==> config.mk <==
export PLATFORM = sky130hd
export DESIGN_NAME = cluster_box_filter
export DESIGN_NICKNAME = d
export VERILOG_FILES = /design/src/rtl/core/cbf_pkg.sv /design/src/rtl/core/cbf_front.sv /design/src/rtl/core/cbf_queue.sv /design/src/rtl/core/cbf_mul.sv /design/src/rtl/core/cbf_back.sv /design/src/rtl/core/cluster_box_filter.sv
export SDC_FILE = /design/constraint.sdc
export NUM_CORES = 2
export LEC_CHECK = 0
export ABC_AREA = 1
export BUFFER_PORTS_ARGS = -buffer_cell sky130_fd_sc_hd__buf_2
export CAP_MARGIN = 20
export CORE_MARGIN = 1.5
export CORE_UTILIZATION = 57
export CTS_CLUSTER_SIZE = 12
export DETAILED_ROUTE_END_ITERATION = 10
export GPL_TIMING_DRIVEN = 0
export PLACE_DENSITY = 0.77
export SLEW_MARGIN = 20
export SYNTH_ARGS = -nofsm -noshare
export SYNTH_HDL_FRONTEND = slang
export SYNTH_SLANG_ARGS = --single-unit
==> constraint.sdc <==
create_clock -name clk -period 7.3 [get_ports clk]
set_input_delay 1.46 -clock clk [delete_from_list [all_inputs] [get_ports clk]]
set_output_delay 1.46 -clock clk [all_outputs]
set_load 0.1 [all_outputs]
==> src/rtl/core/cbf_pkg.sv <==
// ----------------------------------------------------------------------------
// cbf_pkg
// Shared constants and types of the cluster box filter: register indexes,
// reset values, reject codes and the scale factors of the density test.
// ----------------------------------------------------------------------------
package cbf_pkg;

    localparam int COORD_BITS_DEF = 16;

    // configuration port
    localparam int CFG_IDX_W  = 3;
    localparam int CFG_DATA_W = 48;

    localparam logic [CFG_IDX_W-1:0] CFG_GROUND   = 3'd0;
    localparam logic [CFG_IDX_W-1:0] CFG_MAX_SIDE = 3'd1;
    localparam logic [CFG_IDX_W-1:0] CFG_MIN_VOL  = 3'd2;
    localparam logic [CFG_IDX_W-1:0] CFG_MIN_DENS = 3'd3;
    localparam logic [CFG_IDX_W-1:0] CFG_FALLOFF  = 3'd4;

    localparam int SIDE_W  = 16;
    localparam int VOL_W   = 48;
    localparam int COUNT_W = 16;
    localparam int DENS_W  = 16;

    localparam logic [15:0]        RST_GROUND   = 16'd50;
    localparam logic [SIDE_W-1:0]  RST_MAX_SIDE = 16'd1500;
    localparam logic [VOL_W-1:0]   RST_MIN_VOL  = 48'd10000;
    localparam logic [DENS_W-1:0]  RST_MIN_DENS = 16'd1280;
    localparam logic [15:0]        RST_FALLOFF  = 16'd3277;

    // reject codes
    localparam int REASON_W = 3;
    localparam logic [REASON_W-1:0] REASON_KEEP   = 3'd0;
    localparam logic [REASON_W-1:0] REASON_GROUND = 3'd1;
    localparam logic [REASON_W-1:0] REASON_LARGE  = 3'd2;
    localparam logic [REASON_W-1:0] REASON_SMALL  = 3'd3;
    localparam logic [REASON_W-1:0] REASON_SPARSE = 3'd4;

    localparam logic [COUNT_W-1:0] COUNT_MAX = 16'hFFFF;

    // density test: count*10000*(13107200 + falloff*r2) < density*512*vol
    localparam int                   CNT_SCALED_W  = 30;
    localparam logic [13:0]          COUNT_SCALE   = 14'd10000;
    localparam logic [23:0]          RANGE_BASE    = 24'd13107200;
    localparam int                   DENS_SHIFT    = 9;
    localparam int                   DENS_SCALED_W = DENS_W + DENS_SHIFT;
    localparam int                   RHS_W         = VOL_W + DENS_SCALED_W;

    // cluster queue
    localparam int Q_DEPTH  = 2;
    localparam int Q_PTR_W  = 1;
    localparam int Q_FILL_W = 2;

    typedef struct packed {
        logic full;
        logic empty;
    } q_status_t;

endpackage

==> src/rtl/core/cbf_front.sv <==
// ----------------------------------------------------------------------------
// cbf_front
// Point intake: keeps the running box and saturating count of the current
// cluster and pushes the finished box record on the last point.
// ----------------------------------------------------------------------------
module cbf_front #(
    parameter int COORD_BITS = cbf_pkg::COORD_BITS_DEF
) (
    input  logic                                  clk,
    input  logic                                  rst_n,
    input  logic                                  in_valid,
    output logic                                  in_stall,
    input  logic signed [COORD_BITS-1:0]          px,
    input  logic signed [COORD_BITS-1:0]          py,
    input  logic signed [COORD_BITS-1:0]          pz,
    input  logic                                  last_point,
    input  cbf_pkg::q_status_t                    q_status,
    output logic                                  push,
    output logic [6*COORD_BITS+cbf_pkg::COUNT_W-1:0] push_data
);

    localparam logic signed [COORD_BITS-1:0] C_MAX = {1'b0, {(COORD_BITS-1){1'b1}}};
    localparam logic signed [COORD_BITS-1:0] C_MIN = {1'b1, {(COORD_BITS-1){1'b0}}};

    logic signed [COORD_BITS-1:0] x_lo_reg, x_hi_reg, y_lo_reg, y_hi_reg, z_lo_reg, z_hi_reg;
    logic signed [COORD_BITS-1:0] x_lo_upd, x_hi_upd, y_lo_upd, y_hi_upd, z_lo_upd, z_hi_upd;
    logic [cbf_pkg::COUNT_W-1:0]  cnt_reg, cnt_upd;
    logic                         accept;

    assign in_stall = q_status.full;
    assign accept   = in_valid & ~q_status.full;

    assign x_lo_upd = (px < x_lo_reg) ? px : x_lo_reg;
    assign x_hi_upd = (px > x_hi_reg) ? px : x_hi_reg;
    assign y_lo_upd = (py < y_lo_reg) ? py : y_lo_reg;
    assign y_hi_upd = (py > y_hi_reg) ? py : y_hi_reg;
    assign z_lo_upd = (pz < z_lo_reg) ? pz : z_lo_reg;
    assign z_hi_upd = (pz > z_hi_reg) ? pz : z_hi_reg;
    assign cnt_upd  = (cnt_reg == cbf_pkg::COUNT_MAX) ? cnt_reg : cnt_reg + 16'd1;

    assign push      = accept & last_point;
    assign push_data = {x_lo_upd, x_hi_upd, y_lo_upd, y_hi_upd, z_lo_upd, z_hi_upd, cnt_upd};

    always_ff @(posedge clk or negedge rst_n)
    begin
        if (!rst_n)
        begin
            x_lo_reg <= C_MAX;
            x_hi_reg <= C_MIN;
            y_lo_reg <= C_MAX;
            y_hi_reg <= C_MIN;
            z_lo_reg <= C_MAX;
            z_hi_reg <= C_MIN;
            cnt_reg  <= '0;
        end
        else if (accept)
        begin
            if (last_point)
            begin
                // cluster closed: start the next one empty
                x_lo_reg <= C_MAX;
                x_hi_reg <= C_MIN;
                y_lo_reg <= C_MAX;
                y_hi_reg <= C_MIN;
                z_lo_reg <= C_MAX;
                z_hi_reg <= C_MIN;
                cnt_reg  <= '0;
            end
            else
            begin
                x_lo_reg <= x_lo_upd;
                x_hi_reg <= x_hi_upd;
                y_lo_reg <= y_lo_upd;
                y_hi_reg <= y_hi_upd;
                z_lo_reg <= z_lo_upd;
                z_hi_reg <= z_hi_upd;
                cnt_reg  <= cnt_upd;
            end
        end
    end

endmodule

==> src/rtl/core/cbf_queue.sv <==
// ----------------------------------------------------------------------------
// cbf_queue
// Two-entry queue of finished cluster boxes between intake and evaluation.
// ----------------------------------------------------------------------------
module cbf_queue #(
    parameter int W = 112
) (
    input  logic               clk,
    input  logic               rst_n,
    input  logic               push,
    input  logic [W-1:0]       push_data,
    input  logic               pop,
    output logic [W-1:0]       pop_data,
    output cbf_pkg::q_status_t q_status
);

    logic [W-1:0]                  mem_reg [cbf_pkg::Q_DEPTH];
    logic [cbf_pkg::Q_PTR_W-1:0]   wr_ptr_reg, rd_ptr_reg;
    logic [cbf_pkg::Q_FILL_W-1:0]  fill_reg, fill_next;

    assign q_status.full  = (fill_reg == cbf_pkg::Q_FILL_W'(cbf_pkg::Q_DEPTH));
    assign q_status.empty = (fill_reg == '0);
    assign pop_data       = mem_reg[rd_ptr_reg];

    always_comb
    begin
        unique case ({push, pop})
            2'b10:   fill_next = fill_reg + 2'd1;
            2'b01:   fill_next = fill_reg - 2'd1;
            default: fill_next = fill_reg;
        endcase
    end

    always_ff @(posedge clk)
    begin
        if (push)
        begin
            mem_reg[wr_ptr_reg] <= push_data;
        end
    end

    always_ff @(posedge clk or negedge rst_n)
    begin
        if (!rst_n)
        begin
            wr_ptr_reg <= '0;
            rd_ptr_reg <= '0;
            fill_reg   <= '0;
        end
        else
        begin
            if (push)
            begin
                wr_ptr_reg <= wr_ptr_reg + 1'b1;
            end
            if (pop)
            begin
                rd_ptr_reg <= rd_ptr_reg + 1'b1;
            end
            fill_reg <= fill_next;
        end
    end

    a_no_overflow: assert property (@(posedge clk) disable iff (!rst_n)
        push |-> !q_status.full)
        else $error("cluster queue written while full");

    a_no_underflow: assert property (@(posedge clk) disable iff (!rst_n)
        pop |-> !q_status.empty)
        else $error("cluster queue read while empty");

endmodule

==> src/rtl/core/cbf_mul.sv <==
// ----------------------------------------------------------------------------
// cbf_mul
// Shift-and-add multiplier, one bit of b per cycle. done pulses for one
// cycle with the product valid; product holds until the next start.
// ----------------------------------------------------------------------------
module cbf_mul #(
    parameter int A_W = 48,
    parameter int B_W = 30
) (
    input  logic               clk,
    input  logic               rst_n,
    input  logic               start,
    input  logic [A_W-1:0]     a,
    input  logic [B_W-1:0]     b,
    output logic               done,
    output logic [A_W+B_W-1:0] product
);

    localparam int P_W   = A_W + B_W;
    localparam int CNT_W = $clog2(B_W + 1);

    logic [P_W-1:0]   acc_reg, a_reg;
    logic [B_W-1:0]   b_reg;
    logic [CNT_W-1:0] cnt_reg;
    logic             busy_reg, done_reg;

    assign done    = done_reg;
    assign product = acc_reg;

    always_ff @(posedge clk or negedge rst_n)
    begin
        if (!rst_n)
        begin
            busy_reg <= 1'b0;
            done_reg <= 1'b0;
            cnt_reg  <= '0;
        end
        else if (start)
        begin
            busy_reg <= 1'b1;
            done_reg <= 1'b0;
            cnt_reg  <= '0;
        end
        else if (busy_reg)
        begin
            cnt_reg <= cnt_reg + 1'b1;
            if (cnt_reg == CNT_W'(B_W - 1))
            begin
                busy_reg <= 1'b0;
                done_reg <= 1'b1;
            end
        end
        else
        begin
            done_reg <= 1'b0;
        end
    end

    always_ff @(posedge clk)
    begin
        if (start)
        begin
            acc_reg <= '0;
            a_reg   <= P_W'(a);
            b_reg   <= b;
        end
        else if (busy_reg)
        begin
            if (b_reg[0])
            begin
                acc_reg <= acc_reg + a_reg;
            end
            a_reg <= a_reg << 1;
            b_reg <= b_reg >> 1;
        end
    end

endmodule

==> src/rtl/core/cbf_back.sv <==
// ----------------------------------------------------------------------------
// cbf_back
// Cluster evaluation: runs the ground, size, volume and density tests on one
// box record with a shared serial multiplier and a digit-by-digit square
// root, then holds the result in an output register.
// ----------------------------------------------------------------------------
module cbf_back #(
    parameter int COORD_BITS = cbf_pkg::COORD_BITS_DEF
) (
    input  logic                                     clk,
    input  logic                                     rst_n,
    input  cbf_pkg::q_status_t                       q_status,
    input  logic [6*COORD_BITS+cbf_pkg::COUNT_W-1:0] pop_data,
    output logic                                     pop,
    input  logic [15:0]                              ground_clearance_cm,
    input  logic [cbf_pkg::SIDE_W-1:0]               max_side_cm,
    input  logic [cbf_pkg::VOL_W-1:0]                min_volume_cm3,
    input  logic [cbf_pkg::DENS_W-1:0]               min_density_q8,
    input  logic [15:0]                              density_falloff_q16,
    output logic                                     out_valid,
    input  logic                                     out_stall,
    output logic                                     keep,
    output logic [cbf_pkg::REASON_W-1:0]             reject_reason,
    output logic signed [COORD_BITS-1:0]             box_x_low,
    output logic signed [COORD_BITS-1:0]             box_x_high,
    output logic signed [COORD_BITS-1:0]             box_y_low,
    output logic signed [COORD_BITS-1:0]             box_y_high,
    output logic signed [COORD_BITS-1:0]             box_z_low,
    output logic signed [COORD_BITS-1:0]             box_z_high,
    output logic [cbf_pkg::COUNT_W-1:0]              point_total
);

    localparam int CB    = COORD_BITS;
    localparam int CW    = cbf_pkg::COUNT_W;
    localparam int EW    = (CB > 16) ? CB : 16;
    localparam int MAG_W = CB + 1;
    localparam int NW    = 2 * CB + 4;
    localparam int RW    = NW / 2;
    localparam int TW    = CB + 19;
    localparam int A_W   = (TW > cbf_pkg::VOL_W) ? TW : cbf_pkg::VOL_W;
    localparam int B_W   = (MAG_W > cbf_pkg::CNT_SCALED_W) ? MAG_W : cbf_pkg::CNT_SCALED_W;
    localparam int P_W   = A_W + B_W;
    localparam int LW    = TW + cbf_pkg::CNT_SCALED_W;
    localparam int CMP_W = (LW > cbf_pkg::RHS_W) ? LW : cbf_pkg::RHS_W;

    localparam logic [3:0] S_IDLE = 4'd0;
    localparam logic [3:0] S_TEST = 4'd1;
    localparam logic [3:0] S_VOL1 = 4'd2;
    localparam logic [3:0] S_VOL2 = 4'd3;
    localparam logic [3:0] S_SQX  = 4'd4;
    localparam logic [3:0] S_SQY  = 4'd5;
    localparam logic [3:0] S_SQZ  = 4'd6;
    localparam logic [3:0] S_ROOT = 4'd7;
    localparam logic [3:0] S_FALL = 4'd8;
    localparam logic [3:0] S_CNT  = 4'd9;
    localparam logic [3:0] S_LHS  = 4'd10;
    localparam logic [3:0] S_RHS  = 4'd11;
    localparam logic [3:0] S_DONE = 4'd12;

    logic [3:0] state_reg, state_next;

    // record fields
    logic signed [CB-1:0] rec_xl, rec_xh, rec_yl, rec_yh, rec_zl, rec_zh;
    logic [CW-1:0]        rec_cnt;

    logic signed [CB-1:0] x_lo_reg, x_hi_reg, y_lo_reg, y_hi_reg, z_lo_reg, z_hi_reg;
    logic [CW-1:0]        cnt_reg;
    logic [CB-1:0]        sx_reg, sy_reg, sz_reg;
    logic [MAG_W-1:0]     cx_reg, cy_reg, cz_reg;
    logic [cbf_pkg::VOL_W-1:0] vol_reg;
    logic [NW-1:0]        n_reg, op_reg, res_reg, one_reg;
    logic [TW-1:0]        t_reg;
    logic [LW-1:0]        lhs_reg;
    logic [cbf_pkg::REASON_W-1:0] reason_reg;

    // output register
    logic                 out_valid_reg, out_valid_next;
    logic                 keep_reg;
    logic [cbf_pkg::REASON_W-1:0] reason_out_reg;
    logic signed [CB-1:0] ox_lo_reg, ox_hi_reg, oy_lo_reg, oy_hi_reg, oz_lo_reg, oz_hi_reg;
    logic [CW-1:0]        total_reg;

    // multiplier
    logic                 mul_start, mul_done;
    logic [A_W-1:0]       mul_a;
    logic [B_W-1:0]       mul_b;
    logic [P_W-1:0]       mul_product;

    logic                 ground_fail, side_fail, vol_small, root_ge, sparse, load_out;
    logic [EW-1:0]        sxw, syw, szw, side_lim;
    logic [cbf_pkg::VOL_W-1:0] vol_raw, vol_fix;
    logic [NW-1:0]        trial;
    logic [TW-1:0]        t_sum;
    logic [cbf_pkg::DENS_SCALED_W-1:0] dens_scaled;

    function automatic logic [MAG_W-1:0] centre_mag(input logic signed [CB-1:0] lo,
                                                    input logic signed [CB-1:0] hi);
        logic signed [MAG_W-1:0] s;
        s = MAG_W'(lo) + MAG_W'(hi);
        centre_mag = s[MAG_W-1] ? MAG_W'(-s) : MAG_W'(s);
    endfunction

    assign rec_xl  = pop_data[6*CB+CW-1 -: CB];
    assign rec_xh  = pop_data[5*CB+CW-1 -: CB];
    assign rec_yl  = pop_data[4*CB+CW-1 -: CB];
    assign rec_yh  = pop_data[3*CB+CW-1 -: CB];
    assign rec_zl  = pop_data[2*CB+CW-1 -: CB];
    assign rec_zh  = pop_data[CB+CW-1 -: CB];
    assign rec_cnt = pop_data[CW-1:0];

    cbf_mul #(
        .A_W (A_W),
        .B_W (B_W)
    ) u_mul (
        .clk     (clk),
        .rst_n   (rst_n),
        .start   (mul_start),
        .a       (mul_a),
        .b       (mul_b),
        .done    (mul_done),
        .product (mul_product)
    );

    assign sxw      = EW'(sx_reg);
    assign syw      = EW'(sy_reg);
    assign szw      = EW'(sz_reg);
    assign side_lim = EW'(max_side_cm);

    assign ground_fail = $signed(EW'(z_lo_reg)) > $signed(EW'($signed(ground_clearance_cm)));
    assign side_fail   = (sxw > side_lim) || (syw > side_lim) || (szw > side_lim);

    // volume is raised to at least one cubic centimetre
    assign vol_raw   = mul_product[cbf_pkg::VOL_W-1:0];
    assign vol_fix   = (vol_raw == '0) ? cbf_pkg::VOL_W'(1) : vol_raw;
    assign vol_small = vol_fix < min_volume_cm3;

    assign trial   = res_reg + one_reg;
    assign root_ge = op_reg >= trial;

    assign t_sum       = TW'(cbf_pkg::RANGE_BASE) + mul_product[TW-1:0];
    assign dens_scaled = {min_density_q8, {cbf_pkg::DENS_SHIFT{1'b0}}};
    assign sparse      = CMP_W'(lhs_reg) < CMP_W'(mul_product[cbf_pkg::RHS_W-1:0]);

    assign pop = (state_reg == S_IDLE) && !q_status.empty;

    always_comb
    begin
        state_next = state_reg;
        mul_start  = 1'b0;
        mul_a      = '0;
        mul_b      = '0;
        load_out   = 1'b0;
        unique case (state_reg)
            S_IDLE:
            begin
                if (!q_status.empty)
                begin
                    state_next = S_TEST;
                end
            end
            S_TEST:
            begin
                if (ground_fail || side_fail)
                begin
                    state_next = S_DONE;
                end
                else
                begin
                    // sides are within the 16-bit limit from here on
                    mul_start  = 1'b1;
                    mul_a      = A_W'(sxw[cbf_pkg::SIDE_W-1:0]);
                    mul_b      = B_W'(syw[cbf_pkg::SIDE_W-1:0]);
                    state_next = S_VOL1;
                end
            end
            S_VOL1:
            begin
                if (mul_done)
                begin
                    mul_start  = 1'b1;
                    mul_a      = A_W'(mul_product[2*cbf_pkg::SIDE_W-1:0]);
                    mul_b      = B_W'(szw[cbf_pkg::SIDE_W-1:0]);
                    state_next = S_VOL2;
                end
            end
            S_VOL2:
            begin
                if (mul_done)
                begin
                    if (vol_small)
                    begin
                        state_next = S_DONE;
                    end
                    else
                    begin
                        mul_start  = 1'b1;
                        mul_a      = A_W'(cx_reg);
                        mul_b      = B_W'(cx_reg);
                        state_next = S_SQX;
                    end
                end
            end
            S_SQX:
            begin
                if (mul_done)
                begin
                    mul_start  = 1'b1;
                    mul_a      = A_W'(cy_reg);
                    mul_b      = B_W'(cy_reg);
                    state_next = S_SQY;
                end
            end
            S_SQY:
            begin
                if (mul_done)
                begin
                    mul_start  = 1'b1;
                    mul_a      = A_W'(cz_reg);
                    mul_b      = B_W'(cz_reg);
                    state_next = S_SQZ;
                end
            end
            S_SQZ:
            begin
                if (mul_done)
                begin
                    state_next = S_ROOT;
                end
            end
            S_ROOT:
            begin
                if (one_reg == '0)
                begin
                    mul_start  = 1'b1;
                    mul_a      = A_W'(res_reg[RW-1:0]);
                    mul_b      = B_W'(density_falloff_q16);
                    state_next = S_FALL;
                end
            end
            S_FALL:
            begin
                if (mul_done)
                begin
                    mul_start  = 1'b1;
                    mul_a      = A_W'(cnt_reg);
                    mul_b      = B_W'(cbf_pkg::COUNT_SCALE);
                    state_next = S_CNT;
                end
            end
            S_CNT:
            begin
                if (mul_done)
                begin
                    mul_start  = 1'b1;
                    mul_a      = A_W'(t_reg);
                    mul_b      = B_W'(mul_product[cbf_pkg::CNT_SCALED_W-1:0]);
                    state_next = S_LHS;
                end
            end
            S_LHS:
            begin
                if (mul_done)
                begin
                    mul_start  = 1'b1;
                    mul_a      = A_W'(vol_reg);
                    mul_b      = B_W'(dens_scaled);
                    state_next = S_RHS;
                end
            end
            S_RHS:
            begin
                if (mul_done)
                begin
                    state_next = S_DONE;
                end
            end
            S_DONE:
            begin
                if (!out_valid_reg || !out_stall)
                begin
                    load_out   = 1'b1;
                    state_next = S_IDLE;
                end
            end
            default:
            begin
                state_next = S_IDLE;
            end
        endcase
    end

    always_comb
    begin
        if (load_out)
        begin
            out_valid_next = 1'b1;
        end
        else if (out_valid_reg && !out_stall)
        begin
            out_valid_next = 1'b0;
        end
        else
        begin
            out_valid_next = out_valid_reg;
        end
    end

    always_ff @(posedge clk or negedge rst_n)
    begin
        if (!rst_n)
        begin
            state_reg     <= S_IDLE;
            out_valid_reg <= 1'b0;
        end
        else
        begin
            state_reg     <= state_next;
            out_valid_reg <= out_valid_next;
        end
    end

    always_ff @(posedge clk)
    begin
        unique case (state_reg)
            S_IDLE:
            begin
                if (!q_status.empty)
                begin
                    x_lo_reg   <= rec_xl;
                    x_hi_reg   <= rec_xh;
                    y_lo_reg   <= rec_yl;
                    y_hi_reg   <= rec_yh;
                    z_lo_reg   <= rec_zl;
                    z_hi_reg   <= rec_zh;
                    cnt_reg    <= rec_cnt;
                    sx_reg     <= CB'(rec_xh - rec_xl);
                    sy_reg     <= CB'(rec_yh - rec_yl);
                    sz_reg     <= CB'(rec_zh - rec_zl);
                    cx_reg     <= centre_mag(rec_xl, rec_xh);
                    cy_reg     <= centre_mag(rec_yl, rec_yh);
                    cz_reg     <= centre_mag(rec_zl, rec_zh);
                    reason_reg <= cbf_pkg::REASON_KEEP;
                end
            end
            S_TEST:
            begin
                if (ground_fail)
                begin
                    reason_reg <= cbf_pkg::REASON_GROUND;
                end
                else if (side_fail)
                begin
                    reason_reg <= cbf_pkg::REASON_LARGE;
                end
            end
            S_VOL2:
            begin
                if (mul_done)
                begin
                    vol_reg <= vol_fix;
                    if (vol_small)
                    begin
                        reason_reg <= cbf_pkg::REASON_SMALL;
                    end
                end
            end
            S_SQX:
            begin
                if (mul_done)
                begin
                    n_reg <= mul_product[NW-1:0];
                end
            end
            S_SQY:
            begin
                if (mul_done)
                begin
                    n_reg <= n_reg + mul_product[NW-1:0];
                end
            end
            S_SQZ:
            begin
                if (mul_done)
                begin
                    op_reg  <= n_reg + mul_product[NW-1:0];
                    res_reg <= '0;
                    one_reg <= NW'(1) << (NW - 2);
                end
            end
            S_ROOT:
            begin
                // one result bit per cycle, remainder kept in op_reg
                if (one_reg != '0)
                begin
                    if (root_ge)
                    begin
                        op_reg  <= op_reg - trial;
                        res_reg <= (res_reg >> 1) + one_reg;
                    end
                    else
                    begin
                        res_reg <= res_reg >> 1;
                    end
                    one_reg <= one_reg >> 2;
                end
            end
            S_FALL:
            begin
                if (mul_done)
                begin
                    t_reg <= t_sum;
                end
            end
            S_LHS:
            begin
                if (mul_done)
                begin
                    lhs_reg <= mul_product[LW-1:0];
                end
            end
            S_RHS:
            begin
                if (mul_done && sparse)
                begin
                    reason_reg <= cbf_pkg::REASON_SPARSE;
                end
            end
            default:
            begin
            end
        endcase
    end

    always_ff @(posedge clk)
    begin
        if (load_out)
        begin
            keep_reg       <= (reason_reg == cbf_pkg::REASON_KEEP);
            reason_out_reg <= reason_reg;
            ox_lo_reg      <= x_lo_reg;
            ox_hi_reg      <= x_hi_reg;
            oy_lo_reg      <= y_lo_reg;
            oy_hi_reg      <= y_hi_reg;
            oz_lo_reg      <= z_lo_reg;
            oz_hi_reg      <= z_hi_reg;
            total_reg      <= cnt_reg;
        end
    end

    assign out_valid     = out_valid_reg;
    assign keep          = keep_reg;
    assign reject_reason = reason_out_reg;
    assign box_x_low     = ox_lo_reg;
    assign box_x_high    = ox_hi_reg;
    assign box_y_low     = oy_lo_reg;
    assign box_y_high    = oy_hi_reg;
    assign box_z_low     = oz_lo_reg;
    assign box_z_high    = oz_hi_reg;
    assign point_total   = total_reg;

    a_keep_matches_reason: assert property (@(posedge clk) disable iff (!rst_n)
        out_valid_reg |-> (keep_reg == (reason_out_reg == cbf_pkg::REASON_KEEP)))
        else $error("keep flag disagrees with reject reason");

    a_box_ordered: assert property (@(posedge clk) disable iff (!rst_n)
        out_valid_reg |-> (ox_lo_reg <= ox_hi_reg && oy_lo_reg <= oy_hi_reg
                           && oz_lo_reg <= oz_hi_reg))
        else $error("result box has low above high");

    a_mul_done_expected: assert property (@(posedge clk) disable iff (!rst_n)
        mul_done |-> (state_reg == S_VOL1 || state_reg == S_VOL2 || state_reg == S_SQX
                      || state_reg == S_SQY || state_reg == S_SQZ || state_reg == S_FALL
                      || state_reg == S_CNT || state_reg == S_LHS || state_reg == S_RHS))
        else $error("multiplier finished outside a multiply step");

endmodule

==> src/rtl/core/cluster_box_filter.sv <==
// ----------------------------------------------------------------------------
// cluster_box_filter
// Bounding box and keep/reject decision for one point cluster per request
// sequence, with a configuration register port.
// ----------------------------------------------------------------------------
// Points are taken one per cycle while the input is not stalled. The intake
// keeps the running box and count and, on the last point, hands the box to
// a two-entry queue; the evaluator behind it works through the tests with
// one bit-serial multiplier and a digit-by-digit square root. A cluster
// rejected on ground or size skips the multiplier and the square root. The
// input stalls only while both queue entries hold clusters still waiting,
// so clusters whose points take longer to arrive than the evaluation of the
// cluster before them stream without a stall. The result sits in an output
// register and does not hold up evaluation of the next queued cluster until
// it is needed.
// ----------------------------------------------------------------------------
module cluster_box_filter #(
    parameter int COORD_BITS = cbf_pkg::COORD_BITS_DEF
) (
    input  logic                             clk,
    input  logic                             rst_n,
    // configuration write
    input  logic                             cfg_valid,
    output logic                             cfg_ready,
    input  logic [cbf_pkg::CFG_IDX_W-1:0]    cfg_index,
    input  logic [cbf_pkg::CFG_DATA_W-1:0]   cfg_data,
    // points
    input  logic                             in_valid,
    output logic                             in_stall,
    input  logic signed [COORD_BITS-1:0]     px,
    input  logic signed [COORD_BITS-1:0]     py,
    input  logic signed [COORD_BITS-1:0]     pz,
    input  logic                             last_point,
    // results
    output logic                             out_valid,
    input  logic                             out_stall,
    output logic                             keep,
    output logic [cbf_pkg::REASON_W-1:0]     reject_reason,
    output logic signed [COORD_BITS-1:0]     box_x_low,
    output logic signed [COORD_BITS-1:0]     box_x_high,
    output logic signed [COORD_BITS-1:0]     box_y_low,
    output logic signed [COORD_BITS-1:0]     box_y_high,
    output logic signed [COORD_BITS-1:0]     box_z_low,
    output logic signed [COORD_BITS-1:0]     box_z_high,
    output logic [cbf_pkg::COUNT_W-1:0]      point_total
);

    localparam int REC_W = 6 * COORD_BITS + cbf_pkg::COUNT_W;

    logic [15:0]                    ground_reg;
    logic [cbf_pkg::SIDE_W-1:0]     max_side_reg;
    logic [cbf_pkg::VOL_W-1:0]      min_vol_reg;
    logic [cbf_pkg::DENS_W-1:0]     min_dens_reg;
    logic [15:0]                    falloff_reg;

    logic                           push, pop;
    logic [REC_W-1:0]               push_data, pop_data;
    cbf_pkg::q_status_t             q_status;

    assign cfg_ready = 1'b1;

    always_ff @(posedge clk or negedge rst_n)
    begin
        if (!rst_n)
        begin
            ground_reg   <= cbf_pkg::RST_GROUND;
            max_side_reg <= cbf_pkg::RST_MAX_SIDE;
            min_vol_reg  <= cbf_pkg::RST_MIN_VOL;
            min_dens_reg <= cbf_pkg::RST_MIN_DENS;
            falloff_reg  <= cbf_pkg::RST_FALLOFF;
        end
        else if (cfg_valid && cfg_ready)
        begin
            unique case (cfg_index)
                cbf_pkg::CFG_GROUND:   ground_reg   <= cfg_data[15:0];
                cbf_pkg::CFG_MAX_SIDE: max_side_reg <= cfg_data[cbf_pkg::SIDE_W-1:0];
                cbf_pkg::CFG_MIN_VOL:  min_vol_reg  <= cfg_data[cbf_pkg::VOL_W-1:0];
                cbf_pkg::CFG_MIN_DENS: min_dens_reg <= cfg_data[cbf_pkg::DENS_W-1:0];
                cbf_pkg::CFG_FALLOFF:  falloff_reg  <= cfg_data[15:0];
                default:
                begin
                    // drop writes to unknown registers
                end
            endcase
        end
    end

    cbf_front #(
        .COORD_BITS (COORD_BITS)
    ) u_front (
        .clk        (clk),
        .rst_n      (rst_n),
        .in_valid   (in_valid),
        .in_stall   (in_stall),
        .px         (px),
        .py         (py),
        .pz         (pz),
        .last_point (last_point),
        .q_status   (q_status),
        .push       (push),
        .push_data  (push_data)
    );

    cbf_queue #(
        .W (REC_W)
    ) u_queue (
        .clk       (clk),
        .rst_n     (rst_n),
        .push      (push),
        .push_data (push_data),
        .pop       (pop),
        .pop_data  (pop_data),
        .q_status  (q_status)
    );

    cbf_back #(
        .COORD_BITS (COORD_BITS)
    ) u_back (
        .clk                 (clk),
        .rst_n               (rst_n),
        .q_status            (q_status),
        .pop_data            (pop_data),
        .pop                 (pop),
        .ground_clearance_cm (ground_reg),
        .max_side_cm         (max_side_reg),
        .min_volume_cm3      (min_vol_reg),
        .min_density_q8      (min_dens_reg),
        .density_falloff_q16 (falloff_reg),
        .out_valid           (out_valid),
        .out_stall           (out_stall),
        .keep                (keep),
        .reject_reason       (reject_reason),
        .box_x_low           (box_x_low),
        .box_x_high          (box_x_high),
        .box_y_low           (box_y_low),
        .box_y_high          (box_y_high),
        .box_z_low           (box_z_low),
        .box_z_high          (box_z_high),
        .point_total         (point_total)
    );

endmodule
======== Word level (Yosys, flattened, before mapping) ========
Memories as Yosys holds them, arrays and structs flattened.
Cells that the tools add are included.
storage, ports and cells
  register bits ........................... 1048
  RAM bits ................................ 224
  output and inout bits ................... 119
  memories kept ........................... 1
memories
  name             words  bits a word  read ports  clocked after Yosys merged registers in  wr ports  line             source
  u_queue.mem_reg  2      112          1           0                                        1         cbf_queue.sv:17  logic [W-1:0] mem_reg [cbf_pkg::Q_DEPTH];
cells by class
  add/subtract/negate cells ............... 21
  order comparisons ....................... 13
  equal/unequal tests ..................... 39
  multiplexer cells ....................... 100
  bitwise logic cells ..................... 4
  reductions and logical operators ........ 39
operator list
  cell                 number
  $pmux W48 S9         1
  $mux W16             22
  $mux W36             9
  $pmux W36 S2         4
  $pmux W30 S9         1
  $mux W48             5
  $mux W30             4
  $gt A16 B16 Y1       7
  $mux W17             6
  $add A78 B78 Y78     1
  $lt A65 B73 Y1       1
  $add A36 B36 Y36     2
  $mux W4              14
  $pmux W4 S13         1
  $add A16 B16 Y17     3
  $neg A17 Y17         3
  $logic_not A48 Y1    1
  $lt A16 B16 Y1       3
  $lt A48 B48 Y1       1
  $sub A16 B16 Y16     3
  $add A35 B36 Y36     1
  $ge A36 B36 Y1       1
  $logic_not A36 Y1    1
  $reduce_bool A36 Y1  1
  48 further kinds     120

======== Longest topological paths before layout ========
  word-level depth ........................ 7
  mapped depth ............................ 30

======== Hierarchy ========
Synthesis repeated with hierarchy kept, for this count alone.
unflattened totals
  cells, all modules ...................... 9078
  area, all modules ....................... 76205.6 µm²
modules (own cells, without submodules)
  module              instances  cells an instance  area an instance (µm²)  seq. area each (µm²)
  cbf_back            1          4294               39260.2                 18172.4
  cbf_mul             1          2327               14427.6                 4679.5
  cbf_front           1          1350               9327.7                  2862.7
  cbf_queue           1          609                8703.3                  6826.5
  cluster_box_filter  1          498                4486.8                  2832.7

======== Least setup slack after synthesis ========
OpenSTA, ideal clock, no wires.
  path kind ............................... input to register
  start point ............................. in out_stall
  end point ............................... reg u_back.ox_hi_reg[0] (netlist: u_back.box_x_high[0]), enable pin
  setup time .............................. 630 ps
  data arrival time ....................... 6928 ps
  required time ........................... 6670 ps
  slack ................................... -258 ps
  stages on the path ...................... 1
  buffers on the path ..................... 0
  path through ............................ a21oi_1
between the ends
  longest elaborated chain between the ends .. 4
ends and longest elaborated chain
  element                 line                      source
  start: declaration      cluster_box_filter.sv:36  input logic out_stall,
  $logic_not A1 Y1        cbf_back.sv:279           if (!out_valid_reg || !out_stall)
  $logic_or A1 B1 Y1      cbf_back.sv:279
  $mux W1                 cbf_back.sv:279
  $mux W1                 cbf_back.sv:153           unique case (state_reg)
  end signal: assignment  cbf_back.sv:441           ox_hi_reg <= x_hi_reg;
  end: declaration        cbf_back.sv:80            logic signed [CB-1:0] ox_lo_reg, ox_hi_reg, oy_lo_reg, oy_hi_reg, oz_lo_reg, oz_hi_reg;
No other way between the ends.
A chain may end at the register's enable or synchronous reset.

======== Worst setup path in the final report ========
  start point ............................. reg u_back.res_reg[4]
  end point ............................... reg u_back.op_reg[1], enable pin
between the ends
  longest elaborated chain between the ends .. 4
ends and longest elaborated chain
  element                             line             source
  start: declaration                  cbf_back.sv:71   logic [NW-1:0] n_reg, op_reg, res_reg, one_reg;
  start signal: assignment            cbf_back.sv:398  res_reg <= (res_reg >> 1) + one_reg;
  start signal: assignment            cbf_back.sv:402  res_reg <= res_reg >> 1;
  $add A36 B36 Y36                    cbf_back.sv:137  assign trial = res_reg + one_reg;
  $ge A36 B36 Y1                      cbf_back.sv:138  assign root_ge = op_reg >= trial;
  $ne A2 B1 Y1 (no source line)       --
  $reduce_and A4 Y1 (no source line)  --
  end signal: assignment              cbf_back.sv:385  op_reg <= n_reg + mul_product[NW-1:0];
  end signal: assignment              cbf_back.sv:397  op_reg <= op_reg - trial;
  end: declaration                    cbf_back.sv:71
No other way between the ends.

==> flow_summary.yaml <==
status:
  status: "finished, violations left"
  failed_checks: "design-rule violations"
timing:
  drv_slew: 0
  setup_viol: 0
  relSlewSlack_pct: 27.28
  rsz0062_at_grt: "no"
  max_slew.worst_pin.slew_ps: 1081
  min_period_over_period_pct: 80.42
  finalSetupTns_ps: 0
  fmax_mhz: 170.3
  finClkSkew_ps: 51.27
  setup_ws_ps: 1430
  post-route-min-period_ps: 5870
  hold_viol: 0
yosys:
  synth_edf_count: 903
  synth_top_area_cell: "edfxtp_1"
  yosysWarnings: 0
  syn_area_per_cell_um2: 9.149
  netlist.area_leader.share_pct: 38.03
  synthCells: 7793
  synthArstFlopShare_pct: 19.34
  ys_seq_area_share_pct: 49.33
  synth_cell_types: 73
  synth_common_cells: "nand2_1 (1,495), inv_1 (958), edfxtp_1 (903), nor2_1 (606), a21oi_1 (560)"
  syn_area_mm2: 0.07130
  synth_area_leaders: "edfxtp_1 (38%), ha_1 (9.7%), nand2_1 (7.9%)"
  synth_top_flop_cell: "edfxtp_1"
  syn_nets: 8457
  yosys_register_bits: 1241
  synth.most_common_cell: "nand2_1"
pwr:
  p_comb_share_pct: 4.5
  vdd_ir_drop_max_mv: 0.2748
  leakage_nw: 34.35
  p_clk_share_pct: 45.0
  p_per_area_mw_per_mm2: 191.7
  internal_power_mw: 11.76
  seqPwrFrac_pct: 50.5
  swShare_pct: 23.03
  p_switching_mw: 3.518
detailed_routing:
  drt-wirelength-per-cell_um: 22.47
  ant_nets: 0
  avgViaCountPerCell: 5.911
  m1WireLength_um: 91500
  drt_wl_total_um: 223400
  drc: 6
  highest_layer: "met5"
  drtIter0Drc: 6664
  route.met3.wl_um: 18990
  vias: 58770
  dr.pass1.iters: 11
  route.met2.wl_um: 100900
die:
  die_h_um: 356.7
  die_x_um: 356.7
  core_mm2: 0.1240
  pin_count: 224
  initial_core_util_pct: 57.52
  die_area_mm2: 0.1272
  rows: 129
clock_tree:
  cts.hold.buffers_added: 0
  cts_tree: "built"
  cts_buffer_depth: 3
  clk_pin_slew_ps: 60
  post-cts-setup-buffer-count: 0
  cts_root_buffer: "clkbuf_16"
  cts_buffers: 137
  cts.sinks: 1241
  clk_latency_ps: 810
  cts_resized: 0
  h-tree-depth: 4
worst_setup_path:
  slowest_stage: "edfxtp_1"
  crit_path_frequent_cell: "nand2_1"
  crit_path_start_kind: "register"
  regToRegStartpoint: "u_back.res_reg[4]$_SDFFCE_PN0P_"
  r2r-end: "u_back.op_reg[1]$_DFFE_PP_"
  arrival_ps: 6330
  required_ps: 7760
  reg2regPathDepth: 26
  path_max_fanout: 26
  crit_path_end_kind: "register"
  crit_path_end: "u_back.op_reg[1]$_DFFE_PP_"
  crit_type: "reg -> reg"
  r2r_slack_ps: 1430
  slowest_delay_ps: 490
  crit_path_start: "u_back.res_reg[4]$_SDFFCE_PN0P_"
layout:
  postLayoutCoreUtil_pct: 64.31
  syn_to_final_growth_pct: 11.81
  drive_above_1_share_pct: 10.17
  largest_register_ffs: 224
  fin_nets: 8849
global_routing:
  grt_pass1_wl_um: 334800
  grt_overflow: 0
  grt_max_degree: 85
  grt_usage_pct: 34.86
  antenna_found_initial: 5
  grt_pass1_vias: 56400
flow_run:
  max-cap-violations: 0
min_path:
  hold_path.class: "reg -> reg"
  min_from: "u_back.z_hi_reg[13]$_DFFE_PP_"
place:
  portBuffers: 222
  dpl.hpwl_um: 173500
  place_worst_setup_slack_ps: 1508
  finalWeightedCongestion: 1.033
cells in the final DEF (no fill, tap or decap), types with 17 or more instances in the layout:
cell type  Yosys  layout
a21o_1        41      41
a21oi_1      560     559
a21oi_2       84      84
a221oi_1      33      33
a31oi_1       46      46
buf_1         26      26
buf_16         0      18
buf_2         44     264
clkbuf_1     177     225
clkbuf_16      0     138
clkbuf_8       0      18
dfrtp_1      168     168
dfstp_2       72      72
dfxtp_1       98      98
edfxtp_1     903     903
ha_1         550     550
inv_1        958     956
inv_2         29      30
mux2_2        64      64
nand2_1     1495    1495
nand3_1      390     389
nand3b_1      23      23
nand4_1       73      73
nor2_1       606     604
nor3_1        95      94
nor4_1        24      24
o211ai_1      17      17
o21a_1        36      35
o21ai_0      531     531
o21ai_1       51      51
o21bai_1      29      29
o22ai_1       70      70
or2_2         41      41
xnor2_1       71      71
xor2_1       177     177
logic make-up after synthesis:
family          after synthesis  synth area share [%]
simple gates               2793                 16.42
fa+ha+maj                   559                 9.905
flops                      1241                 49.33
xor+xnor                    249                 3.069
compound gates             1626                 13.29
other cells                   1              0.005260
mux                          69                 1.081
buf+inv                    1255                 6.895
worst min path at each step:
stage / depth (start not counted) / slack (ps) / end
3_5_place_dp: 0 / 400 / u_back.box_x_low[5]$_DFFE_PP_
2_1_floorplan: 0 / 400 / u_back.box_x_high[0]$_DFFE_PP_
6_report: 0 / 410 / u_back.box_z_high[13]$_DFFE_PP_
3_3_place_gp: 0 / 400 / u_back.box_x_high[5]$_DFFE_PP_
5_1_grt: 0 / 420 / u_back.box_z_high[13]$_DFFE_PP_
4_1_cts: 0 / 410 / u_back.box_z_high[13]$_DFFE_PP_
area by class of cell:
class / instances / area (µm²)
sequential: 1241 / 35170
clock buffer: 208 / 3896
timing repair buffer: 253 / 1831
inverter: 991 / 3722
fill: 10190 / 44240
clock inverter: 47 / 556.8
antenna: 5 / 12.51
buffer: 264 / 1209
tap: 1637 / 2048
multi-input combinational: 5297 / 31270
power by group through the flow:
stage,combinational [mW],clock [mW],sequential (mW)
after floorplan,0.418,0,7.82
after global placement,0.639,0,7.85
after detailed placement,0.678,0,7.86
after CTS,0.684,6.93,7.71
after global routing,0.782,7.21,7.72
final,0.690,6.87,7.72
through the flow:
step,instances,power (mW),hold WS (ps),instance area [µm²]
6_report,9943,15.28,405.1,79720
5_1_grt,9938,15.72,420.1,79700
4_1_cts,9938,15.33,408.4,79700
3_5_place_dp,9683,8.533,404.5,75250
3_3_place_gp,9652,8.491,402.7,74460
2_1_floorplan,7793,8.242,400.3,71300
metal layers:
layer | global-route usage (%) | up-vias
met1 | 46.68 | 28130
met3 | 6.005 | 524
met5 | 0 | -
met2 | 54.90 | 2646
li1 | - | 27470
met4 | 17.38 | 2
worst max-delay path: cells and delay by family (launching register included):
kind,cells,cell delay [ps]
AO/OA/AOI/OAI,5,1190
adder cells (fa/ha/maj),2,760
flip-flops,1,490
buffers and inverters,5,1030
AND/OR/NAND/NOR,13,1890
XOR/XNOR,1,180
Note: power is estimated with default switching activity, not from simulation.
